## config.mk

```make
export PLATFORM = sky130hd
export DESIGN_NAME = utf8_to_utf16_decoder
export DESIGN_NICKNAME = d
export VERILOG_FILES = /design/src/rtl/core/u8u16_pkg.sv /design/src/rtl/core/u8u16_decode.sv /design/src/rtl/core/u8u16_outq.sv /design/src/rtl/core/utf8_to_utf16_decoder.sv
export SDC_FILE = /design/constraint.sdc
export NUM_CORES = 1
export LEC_CHECK = 0
export BUFFER_PORTS_ARGS = -buffer_cell sky130_fd_sc_hd__buf_2
export CORE_ASPECT_RATIO = 1.4
export CORE_MARGIN = 2
export CORE_UTILIZATION = 45
export DETAILED_ROUTE_END_ITERATION = 10
export PLACE_DENSITY = 0.64
export REMOVE_ABC_BUFFERS = 1
export SETUP_SLACK_MARGIN = 0.15
export SKIP_LAST_GASP = 1
export SLEW_MARGIN = 30
export SYNTH_ARGS = -nofsm -noshare
export SYNTH_HDL_FRONTEND = slang
export SYNTH_SLANG_ARGS = --single-unit
```

## constraint.sdc

```tcl
create_clock -name clk -period 15.3 [get_ports clk]
set_input_delay 2.295 -clock clk [delete_from_list [all_inputs] [get_ports clk]]
set_output_delay 2.295 -clock clk [all_outputs]
set_load 0.02 [all_outputs]
```

## src/rtl/core/u8u16_pkg.sv

```systemverilog
// Shared types and constants for the UTF-8 to UTF-16 decoder.
package u8u16_pkg;

  localparam logic [15:0] REPL_UNIT   = 16'hFFFD;
  localparam logic [20:0] MAX_SCALAR  = 21'h10FFFF;
  localparam logic [20:0] BMP_MAX     = 21'h00FFFF;
  localparam logic [20:0] PLANE_BASE  = 21'h010000;
  localparam logic [15:0] HI_SURR     = 16'hD800;
  localparam logic [15:0] LO_SURR     = 16'hDC00;
  localparam logic [7:0]  MASK_LEAD2  = 8'hE0;
  localparam logic [7:0]  MASK_LEAD3  = 8'hF0;
  localparam logic [7:0]  MASK_LEAD4  = 8'hF8;
  localparam logic [7:0]  MASK_CONT   = 8'hC0;
  localparam logic [7:0]  CODE_LEAD2  = 8'hC0;
  localparam logic [7:0]  CODE_LEAD3  = 8'hE0;
  localparam logic [7:0]  CODE_LEAD4  = 8'hF0;
  localparam logic [7:0]  CODE_CONT   = 8'h80;
  localparam logic [15:0] MAX_UNITS_RESET = 16'hFFFF;

  typedef struct packed {
    logic [20:0] accum;
    logic [1:0]  pending;
    logic [15:0] units_out;
    logic        stopped;
  } dec_state_t;

  typedef struct packed {
    logic [15:0] code_unit;
    logic        has_unit;
    logic        done_res;
    logic        truncated;
  } result_t;

endpackage

```

## src/rtl/core/u8u16_decode.sv

```systemverilog
// Single-pass decode of one byte against the string state into up to two results.
module u8u16_decode (
  input  logic [7:0]            byte_q,
  input  u8u16_pkg::dec_state_t st,
  input  logic [15:0]           max_units,
  output u8u16_pkg::dec_state_t st_next,
  output logic [1:0]            res_count,
  output u8u16_pkg::result_t    res0,
  output u8u16_pkg::result_t    res1
);

  logic        is_cont;
  logic        is_ascii;
  logic        is_lead2;
  logic        is_lead3;
  logic        is_lead4;
  logic        lead_emit;
  logic [15:0] lead_val;
  logic [20:0] lead_accum;
  logic [1:0]  lead_pend;
  logic [20:0] acc_shift;

  logic        en1;
  logic [20:0] v1;
  logic        en2;
  logic [15:0] v2;
  logic        is_done;
  logic        need2;
  logic [16:0] cap1;
  logic        fit1;
  logic        stop1;
  logic [15:0] units1;
  logic [16:0] cap2;
  logic        fit2;
  logic        stop2;
  logic [15:0] units2;
  logic [19:0] v_off;
  u8u16_pkg::result_t list [4];
  logic [2:0]  cnt;

  assign is_cont  = (byte_q & u8u16_pkg::MASK_CONT) == u8u16_pkg::CODE_CONT;
  assign is_ascii = !byte_q[7];
  assign is_lead2 = (byte_q & u8u16_pkg::MASK_LEAD2) == u8u16_pkg::CODE_LEAD2;
  assign is_lead3 = (byte_q & u8u16_pkg::MASK_LEAD3) == u8u16_pkg::CODE_LEAD3;
  assign is_lead4 = (byte_q & u8u16_pkg::MASK_LEAD4) == u8u16_pkg::CODE_LEAD4;
  assign acc_shift = {st.accum[14:0], byte_q[5:0]};

  always_comb begin
    lead_emit  = 1'b0;
    lead_val   = u8u16_pkg::REPL_UNIT;
    lead_accum = '0;
    lead_pend  = 2'd0;
    if (is_ascii) begin
      lead_emit = 1'b1;
      lead_val  = {8'h00, byte_q};
    end else if (is_lead2) begin
      lead_accum = {16'h0000, byte_q[4:0]};
      lead_pend  = 2'd1;
    end else if (is_lead3) begin
      lead_accum = {17'h00000, byte_q[3:0]};
      lead_pend  = 2'd2;
    end else if (is_lead4) begin
      lead_accum = {18'h00000, byte_q[2:0]};
      lead_pend  = 2'd3;
    end else begin
      lead_emit = 1'b1;
    end
  end

  // Select what the byte asks to emit and the sequence state it leaves.
  always_comb begin
    en1     = 1'b0;
    v1      = {5'h00, u8u16_pkg::REPL_UNIT};
    en2     = 1'b0;
    v2      = lead_val;
    is_done = 1'b0;
    st_next = st;
    if (byte_q == 8'h00) begin
      is_done = 1'b1;
      en1     = st.pending != 2'd0;
    end else if (st.stopped) begin
      st_next = st;
    end else if (st.pending != 2'd0 && is_cont) begin
      if (st.pending == 2'd1) begin
        en1 = 1'b1;
        v1  = (acc_shift > u8u16_pkg::MAX_SCALAR) ?
              {5'h00, u8u16_pkg::REPL_UNIT} : acc_shift;
        st_next.accum   = '0;
        st_next.pending = 2'd0;
      end else begin
        st_next.accum   = acc_shift;
        st_next.pending = st.pending - 2'd1;
      end
    end else if (st.pending != 2'd0) begin
      en1 = 1'b1;
      en2 = lead_emit;
      st_next.accum   = lead_accum;
      st_next.pending = lead_pend;
    end else begin
      en1 = lead_emit;
      v1  = {5'h00, lead_val};
      st_next.accum   = lead_accum;
      st_next.pending = lead_pend;
    end

    need2  = v1 > u8u16_pkg::BMP_MAX;
    cap1   = {1'b0, st.units_out} + (need2 ? 17'd2 : 17'd1);
    fit1   = en1 && !st.stopped && (cap1 <= {1'b0, max_units});
    stop1  = st.stopped || (en1 && !fit1);
    units1 = fit1 ? cap1[15:0] : st.units_out;
    cap2   = {1'b0, units1} + 17'd1;
    fit2   = en2 && !stop1 && (cap2 <= {1'b0, max_units});
    stop2  = stop1 || (en2 && !fit2);
    units2 = fit2 ? cap2[15:0] : units1;

    // An interrupting lead that opens a sequence is dropped once output stops.
    if (byte_q != 8'h00 && !st.stopped && st.pending != 2'd0 && !is_cont && stop1) begin
      st_next.accum   = '0;
      st_next.pending = 2'd0;
    end

    if (is_done) begin
      st_next.accum     = '0;
      st_next.pending   = 2'd0;
      st_next.units_out = '0;
      st_next.stopped   = 1'b0;
    end else begin
      st_next.units_out = units2;
      st_next.stopped   = stop2;
    end
  end

  // Pack the emitted units and the done marker in order.
  always_comb begin
    v_off = v1[19:0] - u8u16_pkg::PLANE_BASE[19:0];
    for (int i = 0; i < 4; i++) begin
      list[i] = '0;
    end
    cnt = 3'd0;
    if (fit1) begin
      if (need2) begin
        list[0] = '{code_unit: u8u16_pkg::HI_SURR + {6'h00, v_off[19:10]},
                    has_unit: 1'b1, done_res: 1'b0, truncated: 1'b0};
        list[1] = '{code_unit: u8u16_pkg::LO_SURR + {6'h00, v_off[9:0]},
                    has_unit: 1'b1, done_res: 1'b0, truncated: 1'b0};
        cnt = 3'd2;
      end else begin
        list[0] = '{code_unit: v1[15:0], has_unit: 1'b1, done_res: 1'b0,
                    truncated: 1'b0};
        cnt = 3'd1;
      end
    end
    if (fit2) begin
      list[cnt[1:0]] = '{code_unit: v2, has_unit: 1'b1, done_res: 1'b0,
                         truncated: 1'b0};
      cnt = cnt + 3'd1;
    end
    if (is_done) begin
      list[cnt[1:0]] = '{code_unit: 16'h0000, has_unit: 1'b0, done_res: 1'b1,
                         truncated: stop1};
      cnt = cnt + 3'd1;
    end
    res0      = list[0];
    res1      = list[1];
    res_count = cnt[1:0];
  end

endmodule

```

## src/rtl/core/u8u16_outq.sv

```systemverilog
// Four-entry result queue: takes up to two results a cycle, gives one unless stalled.
module u8u16_outq (
  input  logic               clk,
  input  logic               rst,
  input  logic [1:0]         push_count,
  input  u8u16_pkg::result_t push0,
  input  u8u16_pkg::result_t push1,
  output logic               room,
  output logic               out_valid,
  input  logic               out_stall,
  output u8u16_pkg::result_t head
);

  u8u16_pkg::result_t entries [4];
  logic [1:0] wr_ptr;
  logic [1:0] rd_ptr;
  logic [2:0] count;
  logic [2:0] count_next;
  logic       pop;

  assign out_valid = count != 3'd0;
  assign room      = count <= 3'd2;
  assign pop       = out_valid && !out_stall;
  assign head      = entries[rd_ptr];
  assign count_next = count + {1'b0, push_count} - {2'b00, pop};

  always_ff @(posedge clk) begin
    if (push_count != 2'd0) begin
      entries[wr_ptr] <= push0;
    end
    if (push_count == 2'd2) begin
      entries[wr_ptr + 2'd1] <= push1;
    end
  end

  always_ff @(posedge clk) begin
    if (rst) begin
      wr_ptr <= '0;
      rd_ptr <= '0;
      count  <= '0;
    end else begin
      wr_ptr <= wr_ptr + push_count;
      rd_ptr <= rd_ptr + {1'b0, pop};
      count  <= count_next;
    end
  end

endmodule

```

## src/rtl/core/utf8_to_utf16_decoder.sv

```systemverilog
// A byte is held in the input register until the result queue has room for its results.
// Throughput: one byte per cycle while the result queue has room; a byte may yield two results,
// and the four-entry result queue absorbs them, stalling the input when it holds more than two.
// Reset (rst, synchronous): clears string state and queue, and sets max_units to 65535.
// Top level of the UTF-8 to UTF-16 decoder: input register, string state and config.
module utf8_to_utf16_decoder (
  input  logic        clk,
  input  logic        rst,
  input  logic        in_valid,
  output logic        in_stall,
  input  logic [7:0]  byte_in,
  output logic        out_valid,
  input  logic        out_stall,
  output logic [15:0] code_unit,
  output logic        has_unit,
  output logic        done_res,
  output logic        truncated,
  input  logic        cfg_valid,
  output logic        cfg_ready,
  input  logic [15:0] cfg_data
);

  logic [7:0]  byte_q;
  logic        byte_q_valid;
  logic [15:0] max_units;
  logic        room;
  logic        advance;
  logic        load;
  logic [1:0]  res_count;
  logic [1:0]  push_count;
  u8u16_pkg::dec_state_t st;
  u8u16_pkg::dec_state_t st_next;
  u8u16_pkg::result_t    res0;
  u8u16_pkg::result_t    res1;
  u8u16_pkg::result_t    head;

  assign cfg_ready  = 1'b1;
  assign advance    = byte_q_valid && room;
  assign in_stall   = byte_q_valid && !room;
  assign load       = in_valid && !in_stall;
  assign push_count = advance ? res_count : 2'd0;

  assign code_unit = head.code_unit;
  assign has_unit  = head.has_unit;
  assign done_res  = head.done_res;
  assign truncated = head.truncated;

  always_ff @(posedge clk) begin
    if (load) begin
      byte_q <= byte_in;
    end
  end

  always_ff @(posedge clk) begin
    if (rst) begin
      byte_q_valid <= 1'b0;
      max_units    <= u8u16_pkg::MAX_UNITS_RESET;
      st           <= '0;
    end else begin
      if (load) begin
        byte_q_valid <= 1'b1;
      end else if (advance) begin
        byte_q_valid <= 1'b0;
      end
      if (cfg_valid && cfg_ready) begin
        max_units <= cfg_data;
      end
      if (advance) begin
        st <= st_next;
      end
    end
  end

  u8u16_decode u_decode (
    .byte_q    (byte_q),
    .st        (st),
    .max_units (max_units),
    .st_next   (st_next),
    .res_count (res_count),
    .res0      (res0),
    .res1      (res1)
  );

  u8u16_outq u_outq (
    .clk        (clk),
    .rst        (rst),
    .push_count (push_count),
    .push0      (res0),
    .push1      (res1),
    .room       (room),
    .out_valid  (out_valid),
    .out_stall  (out_stall),
    .head       (head)
  );

endmodule

```

* Word-level counts from Yosys, hierarchy flattened
Memories as Yosys holds them, arrays and structs flattened. A register that Yosys moved wholly into a read port is not among the register bits.
Index checks and enable logic that the tools add are counted.
** Word-level totals
- Memory bits (read-only) :: 0
- Input bits :: 29
- Memories kept :: 1
- Output and inout port bits :: 22
- Register bits :: 66
- Bits in latches :: 0
- Logic and storage cells :: 139
- Bits in writable memories :: 76
** Memory list
- u_outq.entries :: words 4, bits a word 19, read ports 1, clocked after memory_dff 1, wr ports 2, RTL line u8u16_outq.sv:14 : u8u16_pkg::result_t entries [4];
** Cells by class
- Reduce and logical (&&, ||, !) cells :: 34
- Add/subtract/negate cells :: 13
- Multiply operators :: 0
- Order comparisons :: 9
- Bitwise gates (word level) :: 2
- Div/mod/pow operators :: 0
- Eq/ne operators :: 8
- Shifts and indexed selects :: 0
- Multiplexer cells :: 62
** Operator list (number)
- 76-bit bitwise mux :: 2
- 76-bit two-way mux :: 2
- 21-bit two-way mux :: 5
- 17-bit two-way mux :: 6
- 19-bit demux with 2-bit select :: 2
- 19-bit two-way mux :: 4
- 16-bit two-way mux :: 4
- 38-bit two-way mux :: 1
- 17-bit by 16-bit <= comparator with 1-bit output :: 2
- 34-bit two-way mux :: 1
- 15-bit by 11-bit adder with 16-bit output, first input constant :: 2
- 15-bit two-way mux :: 2
- 2-bit two-way mux :: 11
- 21-bit by 16-bit greater-than comparator with 1-bit output, second input constant :: 1
- 21-bit greater-than comparator, second input constant :: 1
- 1-bit two-way mux :: 20
- 20-bit by 17-bit subtractor with 20-bit output, second input constant :: 1
- 16-bit by 1-bit adder with 17-bit output, second input constant :: 1
- 16-bit by 17-bit adder with 17-bit output :: 1
- 1-bit logical AND :: 17
- 1-bit logical NOT :: 8
- 8-bit logical NOT :: 1
- 8-bit nonzero test :: 1
- 2-bit by 1-bit adder with 2-bit output, second input constant :: 3
- 22 further kinds :: 29

* Logic depth before layout (Yosys ltp)
Gate-level depths: netlist (run 1).
- Depth after elaboration :: 25
- Gate-level depth with buffers :: 50
- Gate-level depth less buffers :: 46

* By module
From an unflattened synthesis (run 1), not the netlist that was laid out.
** Second synthesis, totals
- Cell total of the unflattened synthesis :: 1052
- Area total of the unflattened synthesis :: 10666.5 um^2
** Modules (own cells, without submodules)
- u8u16_outq :: cells an instance 230, times used 1, seq. area each 2422.3 um^2, area each 4081.4 um^2
- u8u16_decode :: cells an instance 571, times used 1, seq. area each 0.0 um^2, area each 3769.9 um^2
- utf8_to_utf16_decoder :: cells an instance 251, times used 1, seq. area each 1381.3 um^2, area each 2815.2 um^2

* Worst setup path before layout (run 1)
No wires, ideal clock.
- Path kind :: flip-flop to flip-flop
- Start :: register byte_q[5]
- End :: memory u_outq.entries[0][0] (netlist bit), enable pin
- Data arrival time :: 11490 ps
- Stages on the path, launching flop included :: 42
- Setup time :: 421 ps
- Data required time :: 14879 ps
- Path buffers :: 5
- Clock period less this slack :: 11911 ps
- Path slack :: 3389 ps
- Cells stage by stage :: edfxtp_1 -> buf_2 -> nor4_2 -> and2_1 -> buf_2 -> nor4_1 -> nand2_1 -> ha_1 -> and3b_1 -> a211oi_4 -> clkbuf_1 -> ha_1 -> inv_1 -> fa_1 -> nand3b_1 -> nor4_1 -> xor2_1 -> ha_1 -> [... 6 more ...] -> mux2_2 -> nor3_1 -> mux2i_1 -> a211o_1 -> ha_1 -> a2111oi_0 -> o21ai_0 -> a2111o_1 -> o21a_1 -> or2_2 -> o31ai_2 -> clkbuf_1 -> a21oi_1 -> ha_1 -> nor2_1 -> a211o_1 -> o21ai_0 -> o21ai_0
** RTL lines
- from (decl) :: RTL line utf8_to_utf16_decoder.sv:23 : logic [7:0] byte_q;
- from (signal assigned) :: RTL line utf8_to_utf16_decoder.sv:50 : byte_q <= byte_in;
- to (decl) :: RTL line u8u16_outq.sv:14

==> summary.md, run 1 <==
| Metric | Value |
|---|---|
| RSZ-0062 raised after global routing | no |
| Width of the die | 127.1 microns |
| Dominant cells by area after synthesis | edfxtp_1 26%, dfxtp_1 12%, o21ai_0 7.2% |
| Syn Std Cell Area | 9539 sq um |
| DP Cell Count | 1303 |
| Final Skew | 0.008836 ns |
| Post-route setup TNS | 0 ns |
| Cell count of the worst reg-to-reg path | 36 |
| Worst-margin pin slew | 0.9629 ns |
| Post-synth ARST share | 0% |
| Initial antenna violation count | 0 |
| First-pass GRT wire length | 43790 microns |
| CP endpoint kind | flop |
| Yosys warning total | 0 |
| Netlist cell types | 76 |
| Top cell type's share of synthesized area | 26.44% |
| Crit-path max FO | 20 |
| Most frequent cells after synthesis | 137 x o21ai_0, 90 x nand2_1, 84 x edfxtp_1 |
| Die area | 22400 sq um |
| Area delta synth->final | 10.45% |
| Htree depth | 4 |
| Dpl hpwl | 20750 microns |
| Critical R2R Capture | u_outq.entries[2][8] |
| Via count | 8345 |
| Final nets | 1140 |
| Avg Inst Size Synth | 9.050 sq um |
| Core area | 20970 sq um |
| Final Cycle Share | 87.68% |
| NetSw | 0.3772 mW |
| Crit path required time | 15.36 ns |
| Sw frac | 31.25% |
| Startpoint of the lowest-slack register-to-register path | byte_q[7] |
| Crit path DAT | 13.48 ns |
| Tightest Hold Check Type | reg -> reg |
| Slew margin rel. | 35.57% |
| Synth area leader | edfxtp_1 |
| Seq/Total Area, Yosys | 38.61% |
| Cell with the most instances after synthesis | o21ai_0 |
| Met2 GRT Util | 44.56% |
| Post-CTS Hold Fix Bufs | 0 |
| Setup crit end | u_outq.entries[2][8] |
| Reg2reg setup slack | 1.89 ns |
| EDFF count, synth | 84 |
| Global route total overflow | 0 |
| Setup violators final | 0 |
| Final core occ | 50.25% |
| Final Non-Filler Cells | 1335 |
| Grt peak-use layer | met2 |
| CTS sink count | 142 |
| # IOs | 51 |
| Pwr dens | 114.6 nW/um^2 |
| CTS tree | done |
| CTS resizes | 0 |
| Mapped Cells | 1054 |
| Part of the power in the clock network | 35.8% |
| Starting DRT DRC Count | 806 |
| Vias per inst | 6.251 |
| Post-CTS Setup Repair Bufs | 0 |
| Status | completed |
| Max_cap viols | 0 |
| Residual DRC count | 0 |
| CP startpoint | byte_q[7] |
| Maximum vdd ir drop | 67.74 uV |
| Met1 Use GR | 28.44% |
| Worst path max stage delay | 0.79 ns |
| Die height | 176.3 microns |
| Sequential share of power | 38.1% |
| Yosys reg bits | 142 |
| DR WL/cell | 20.52 microns |
| Max stage delay cell, worst path | a211oi_4 |
| Final slew viol count | 0 |
| Max Buffers Root-to-Sink | 2 |
| CTS clk-pin slew, worst paths | 0.06 ns |
| Initial Util | 45.49% |
| Final ANT Viol Nets | 0 |
| CP most frequent cell | ha_1 |
| Final Hold Viols | 0 |
| Critical path type | reg -> reg |
| Global Route Usage Sum | 25.19% |
| Gate power share | 26.1% |
| CP startpoint kind | flop |
| Top FF cell, synth | edfxtp_1 |
| Detailed Route WL | 27400 microns |
| Leak Pwr | 3.911 nW |
| ANT cells | 0 |
| Global Route met3 Usage | 4.576% |
| Number of global-route vias before repair | 8103 |
| Pin count of the biggest net entering global routing | 55 |
| Cell-internal power | 0.8298 mW |
| Fillers | 1991 |
| CTS root buffer | clkbuf_16 |
| Fin crit period | 13.41 ns |
| Skew-Pair Late Insertion Delay | 0.43 ns |
| Fmax achieved | 74.55 MHz |
| Layout cells sized above 1 | 12.56% |
| I/O Buffers | 49 |
| Final GP Congestion | 0.9639 |
| FP Rows | 63 |
| Cts bufs inserted | 17 |
| DRT Pass-1 Iters | 5 |
## flip-flops by register name (all words and copies together), names as in the netlist
name	count
u_outq.rd_ptr	2
max_units	16
byte_q_valid	1
u_outq.wr_ptr	2
st	34
byte_q	8
u_outq.count	3
u_outq.entries	76
## power groups by stage
stage	clock network [mW]	logic, mW	registers, mW
2_1_floorplan	0	0.209	0.470
3_3_place_gp	0	0.313	0.467
3_5_place_dp	0	0.315	0.468
4_1_cts	0.440	0.316	0.460
5_1_grt	0.456	0.347	0.463
6_report	0.432	0.315	0.460
## worst max-delay path, delay by kind of cell (launching register included)
family / cells / cell delay, ns
AOI/OAI and AO/OA: 15 / 5.47
and+or+nand+nor: 11 / 4.13
xor gates and xnor gates: 2 / 0.34
adders and majority gates: 5 / 1.80
DFF: 1 / 0.75
buffers and inverters: 3 / 0.51
## layer usage
layer  part of all wire [%]  wire [microns]
met1                     39           10730
met2                     51           13880
met3                    5.0            1381
met4                    5.1            1398
met5                      0               0
## cells in the final DEF (no fill, tap or decap), drive strengths merged, types with 19 or more instances in the layout
cell type / count
a21oi: 50
buf: 58
clkbuf: 21
dfxtp: 58
edfxtp: 84
ha: 47
inv: 45
mux4: 19
nand2: 90
nand3: 33
nand4: 28
nor2: 85
nor3: 23
o211ai: 20
o21ai: 142
xnor2: 27
## kinds of logic after synthesis
family	count (synthesis)	synth area share, %
fa+ha+maj	49	6.584
simple gates	338	17.51
xor+xnor	43	3.948
other cells	1	0.03931
flops	142	38.61
mux	36	6.322
buf+inv	115	4.919
compound gates	330	22.06
## worst min path at each step
stage | slack (ns) | cells past startpoint | to | start
after global routing | 0.52 | 2 | st[18] | st[18]
after global placement | 0.47 | 2 | st[18] | st[18]
after CTS | 0.49 | 2 | st[18] | st[18]
after floorplan | 0.45 | 2 | st[24] | st[24]
final | 0.49 | 2 | st[18] | st[18]
after detailed placement | 0.48 | 2 | st[18] | st[18]
## stage by stage
stage                     hold WS [ns]  instance area, sq um  setup slack [ns]  total power, mW
after floorplan                 0.4532                  9243             2.268           0.6791
after global placement          0.4696                  9903             2.389           0.7795
after detailed placement        0.4787                  9921             2.099           0.7830
after CTS                       0.4925                 10530             2.012            1.217
after global routing            0.5203                 10540            0.5759            1.267
final                           0.4921                 10540             1.885            1.207
## cell type report
cell class / count / area (sq um) / share of cell area (%)
sequential: 142 / 3685 / 34.97
clock inverter: 11 / 167.7 / 1.591
clock buffer: 21 / 440.4 / 4.180
tap: 260 / 325.3 / 3.088
multi-input combinational: 797 / 5433 / 51.56
timing repair buffer: 58 / 312.8 / 2.969
inverter: 46 / 172.7 / 1.639
Note: power is estimated with default switching activity, not from simulation.
==> inputs of run 2 (changes only) <==
--- a/config.mk
+++ b/config.mk
@@ -7,7 +7,6 @@
 export LEC_CHECK = 0
 export BUFFER_PORTS_ARGS = -buffer_cell sky130_fd_sc_hd__buf_2
 export CORE_ASPECT_RATIO = 1.4
-export CORE_MARGIN = 2
 export CORE_UTILIZATION = 45
 export DETAILED_ROUTE_END_ITERATION = 10
 export PLACE_DENSITY = 0.64
==> summary.md, run 2 (synthesis gave the netlist of run 1 again) <==
| Metric | Value |
|---|---|
| Status | complete, but fails checks (was completed) |
| Violated checks | DRC |
| Crit-path max FO | 19 (was 20) |
| Number of global-route vias before repair | 8147 (was 8103) |
| Biggest regs | u_outq.entries x76, st x34, max_units x16 (unchanged) |
| Slew margin rel. | 34.54% (was 35.57%) |
| CTS sink count | 142 (unchanged) |
| Most frequent cells in the layout | 135 x o21ai_0, 90 x nand2_1, 84 x edfxtp_1, 81 x nor2_1, 57 x dfxtp_1 (unchanged) |
| # IOs | 51 (unchanged) |
| Skew-Pair Late Insertion Delay | 0.43 ns (about the same) |
| RSZ-0062 raised after global routing | no (unchanged) |
| DRT Pass-1 Iters | 9 (was 5) |
| CP startpoint kind | flop (unchanged) |
| Maximum vdd ir drop | 64.39 uV (was 67.74 uV) |
| Crit path DAT | 13.19 ns (was 13.48 ns) |
| Starting DRT DRC Count | 721 (was 806) |
| Core area | 20630 sq um (was 20970 sq um) |
| Pwr dens | 111.6 nW/um^2 (was 114.6 nW/um^2) |
| Setup violators final | 0 (unchanged) |
| Final Skew | 0.009823 ns (was 0.008836 ns) |
| Dpl hpwl | 20920 microns (was 20750 microns) |
| Die area | 21790 sq um (was 22400 sq um) |
| Htree depth | 4 (unchanged) |
| Leak Pwr | 3.924 nW (was 3.911 nW) |
| First-pass GRT wire length | 43730 microns (was 43790 microns) |
| Worst path max stage delay | 0.81 ns (was 0.79 ns) |
| Final nets | 1146 (was 1140) |
| Commonest non-fill, non-tap cell in the layout | o21ai_0 (unchanged) |
| Tightest Hold Check Type | reg -> reg (unchanged) |
| ANT cells | 0 (unchanged) |
| Fin crit period | 13.13 ns (was 13.41 ns) |
| CP endpoint kind | flop (unchanged) |
| CTS resizes | 0 (unchanged) |
| Multi-input logic area | 5425 sq um (was 5433 sq um) |
| Max Buffers Root-to-Sink | 2 (unchanged) |
| CTS root buffer | clkbuf_16 (unchanged) |
| CP most frequent cell | ha_1 (unchanged) |
| Final ANT Viol Nets | 0 (unchanged) |
| Top reg by flops | u_outq.entries (unchanged) |
| Max_cap viols | 0 (unchanged) |
| CTS tree | done (unchanged) |
| FP Rows | 62 (was 63) |
| Detailed Route WL | 27370 microns (was 27400 microns) |
| DR WL/cell | 20.47 microns (was 20.52 microns) |
| Largest register FFs | 76 (unchanged) |
| Initial Util | 46.23% (was 45.49%) |
| Pin count of the biggest net entering global routing | 55 (unchanged) |
| Post-route setup TNS | 0 ns (unchanged) |
| Max stage delay cell, worst path | edfxtp_1 (was a211oi_4) |
| I/O Buffers | 49 (unchanged) |
| Worst-margin pin slew | 0.9784 ns (was 0.9629 ns) |
| Critical path type | reg -> reg (unchanged) |
| Area delta synth->final | 10.53% (was 10.45%) |
| Die height | 174.3 microns (was 176.3 microns) |
| Global route total overflow | 0 (unchanged) |
| Fmax achieved | 76.14 MHz (was 74.55 MHz) |
| Final GP Congestion | 0.9576 (was 0.9639) |
| Final Hold Viols | 0 (unchanged) |
| Final slew viol count | 0 (unchanged) |
| Global Route Usage Sum | 25.71% (was 25.19%) |
| Crit path required time | 15.35 ns (was 15.36 ns) |
| Initial antenna violation count | 0 (unchanged) |
| Post-CTS Hold Fix Bufs | 0 (unchanged) |
| Residual DRC count | 6 (was 0) |
| Vias per inst | 6.266 (was 6.251) |
| Cts bufs inserted | 17 (unchanged) |
| Storage element area | 3685 sq um (unchanged) |
| Tot Pwr | 1.177 mW (was 1.207 mW) |
| Fillers | 1961 (was 1991) |
| CTS clk-pin slew, worst paths | 0.06 ns (about the same) |
| Width of the die | 125.1 microns (was 127.1 microns) |
| Post-CTS Setup Repair Bufs | 0 (unchanged) |
| Via count | 8377 (was 8345) |
| Final Cycle Share | 85.84% (was 87.68%) |
| Layout cells sized above 1 | 13.32% (was 12.56%) |
[run 2: changes by cell type in the layout (fill, tap and decap cells not counted), sizes merged]
cell	change
clkbuf	-4
bufinv	-4
inv	+8
buf	+6
clkinv	-1
clkinvlp	+1
[run 2: power breakdown]
group	leakage (nW)	internal, mW	switching, mW
Clock	0.273	0.216	0.183
Combinational	2.41	0.119	0.199
Sequential	1.24	0.440	0.0198
Total	3.92	0.775	0.402
[run 2: stage by stage]
stage | worst slack [ns] | std cells | area (sq um) | hold slack (ns) | utilization (%)
6_report | 2.167 | 1337 | 10540 | 0.4859 | 51.10
5_1_grt | 1.265 | 1337 | 10540 | 0.5187 | 51.10
2_1_floorplan | 2.268 | 985 | 9243 | 0.4532 | -
4_1_cts | 1.972 | 1336 | 10520 | 0.4960 | 50.96
3_5_place_dp | 1.995 | 1304 | 9940 | 0.4811 | 48.17
3_3_place_gp | 2.405 | 1304 | 9936 | 0.4736 | 48.15
[run 2: path summary, 6_finish.rpt]
| check | from | slack, ns | end | depth (start not counted) |
|---|---|---|---|---|
| worst max-delay path | byte_q[7] | 2.17 | u_outq.entries[2][18] | 38 |
| worst min-delay path | st[18] | 0.49 | st[18] | 2 |
| worst max register to register | byte_q[7] | 2.17 | u_outq.entries[2][18] | 38 |
| worst min register to register | st[18] | 0.49 | st[18] | 2 |
[run 2: critical path, delay by kind of cell (launching register included)]
kind            cells  cell delay [ns]
compound gates     18             5.50
xor+xnor            2             0.43
fa+ha+maj           6             2.04
simple gates        9             3.42
buf+inv             3             0.53
flops               1             0.81
[run 2: layer usage]
layer	vias to the layer above	GRT usage (%)	share of wire, %
li1	4001	-	-
met1	3945	27.95	38
met2	330	46.83	51
met3	101	3.540	4.5
met4	0	16.26	6.2
met5	-	0	0
[run 2: layout make-up]
type	count	area share, %
Sequential cell	142	34.95
Clock buffer	17	4.035
Timing Repair Buffer	64	3.465
Multi-Input combinational cell	797	51.45
Inverter	46	1.638
Tap cell	256	3.038
Clock inverter	15	1.424
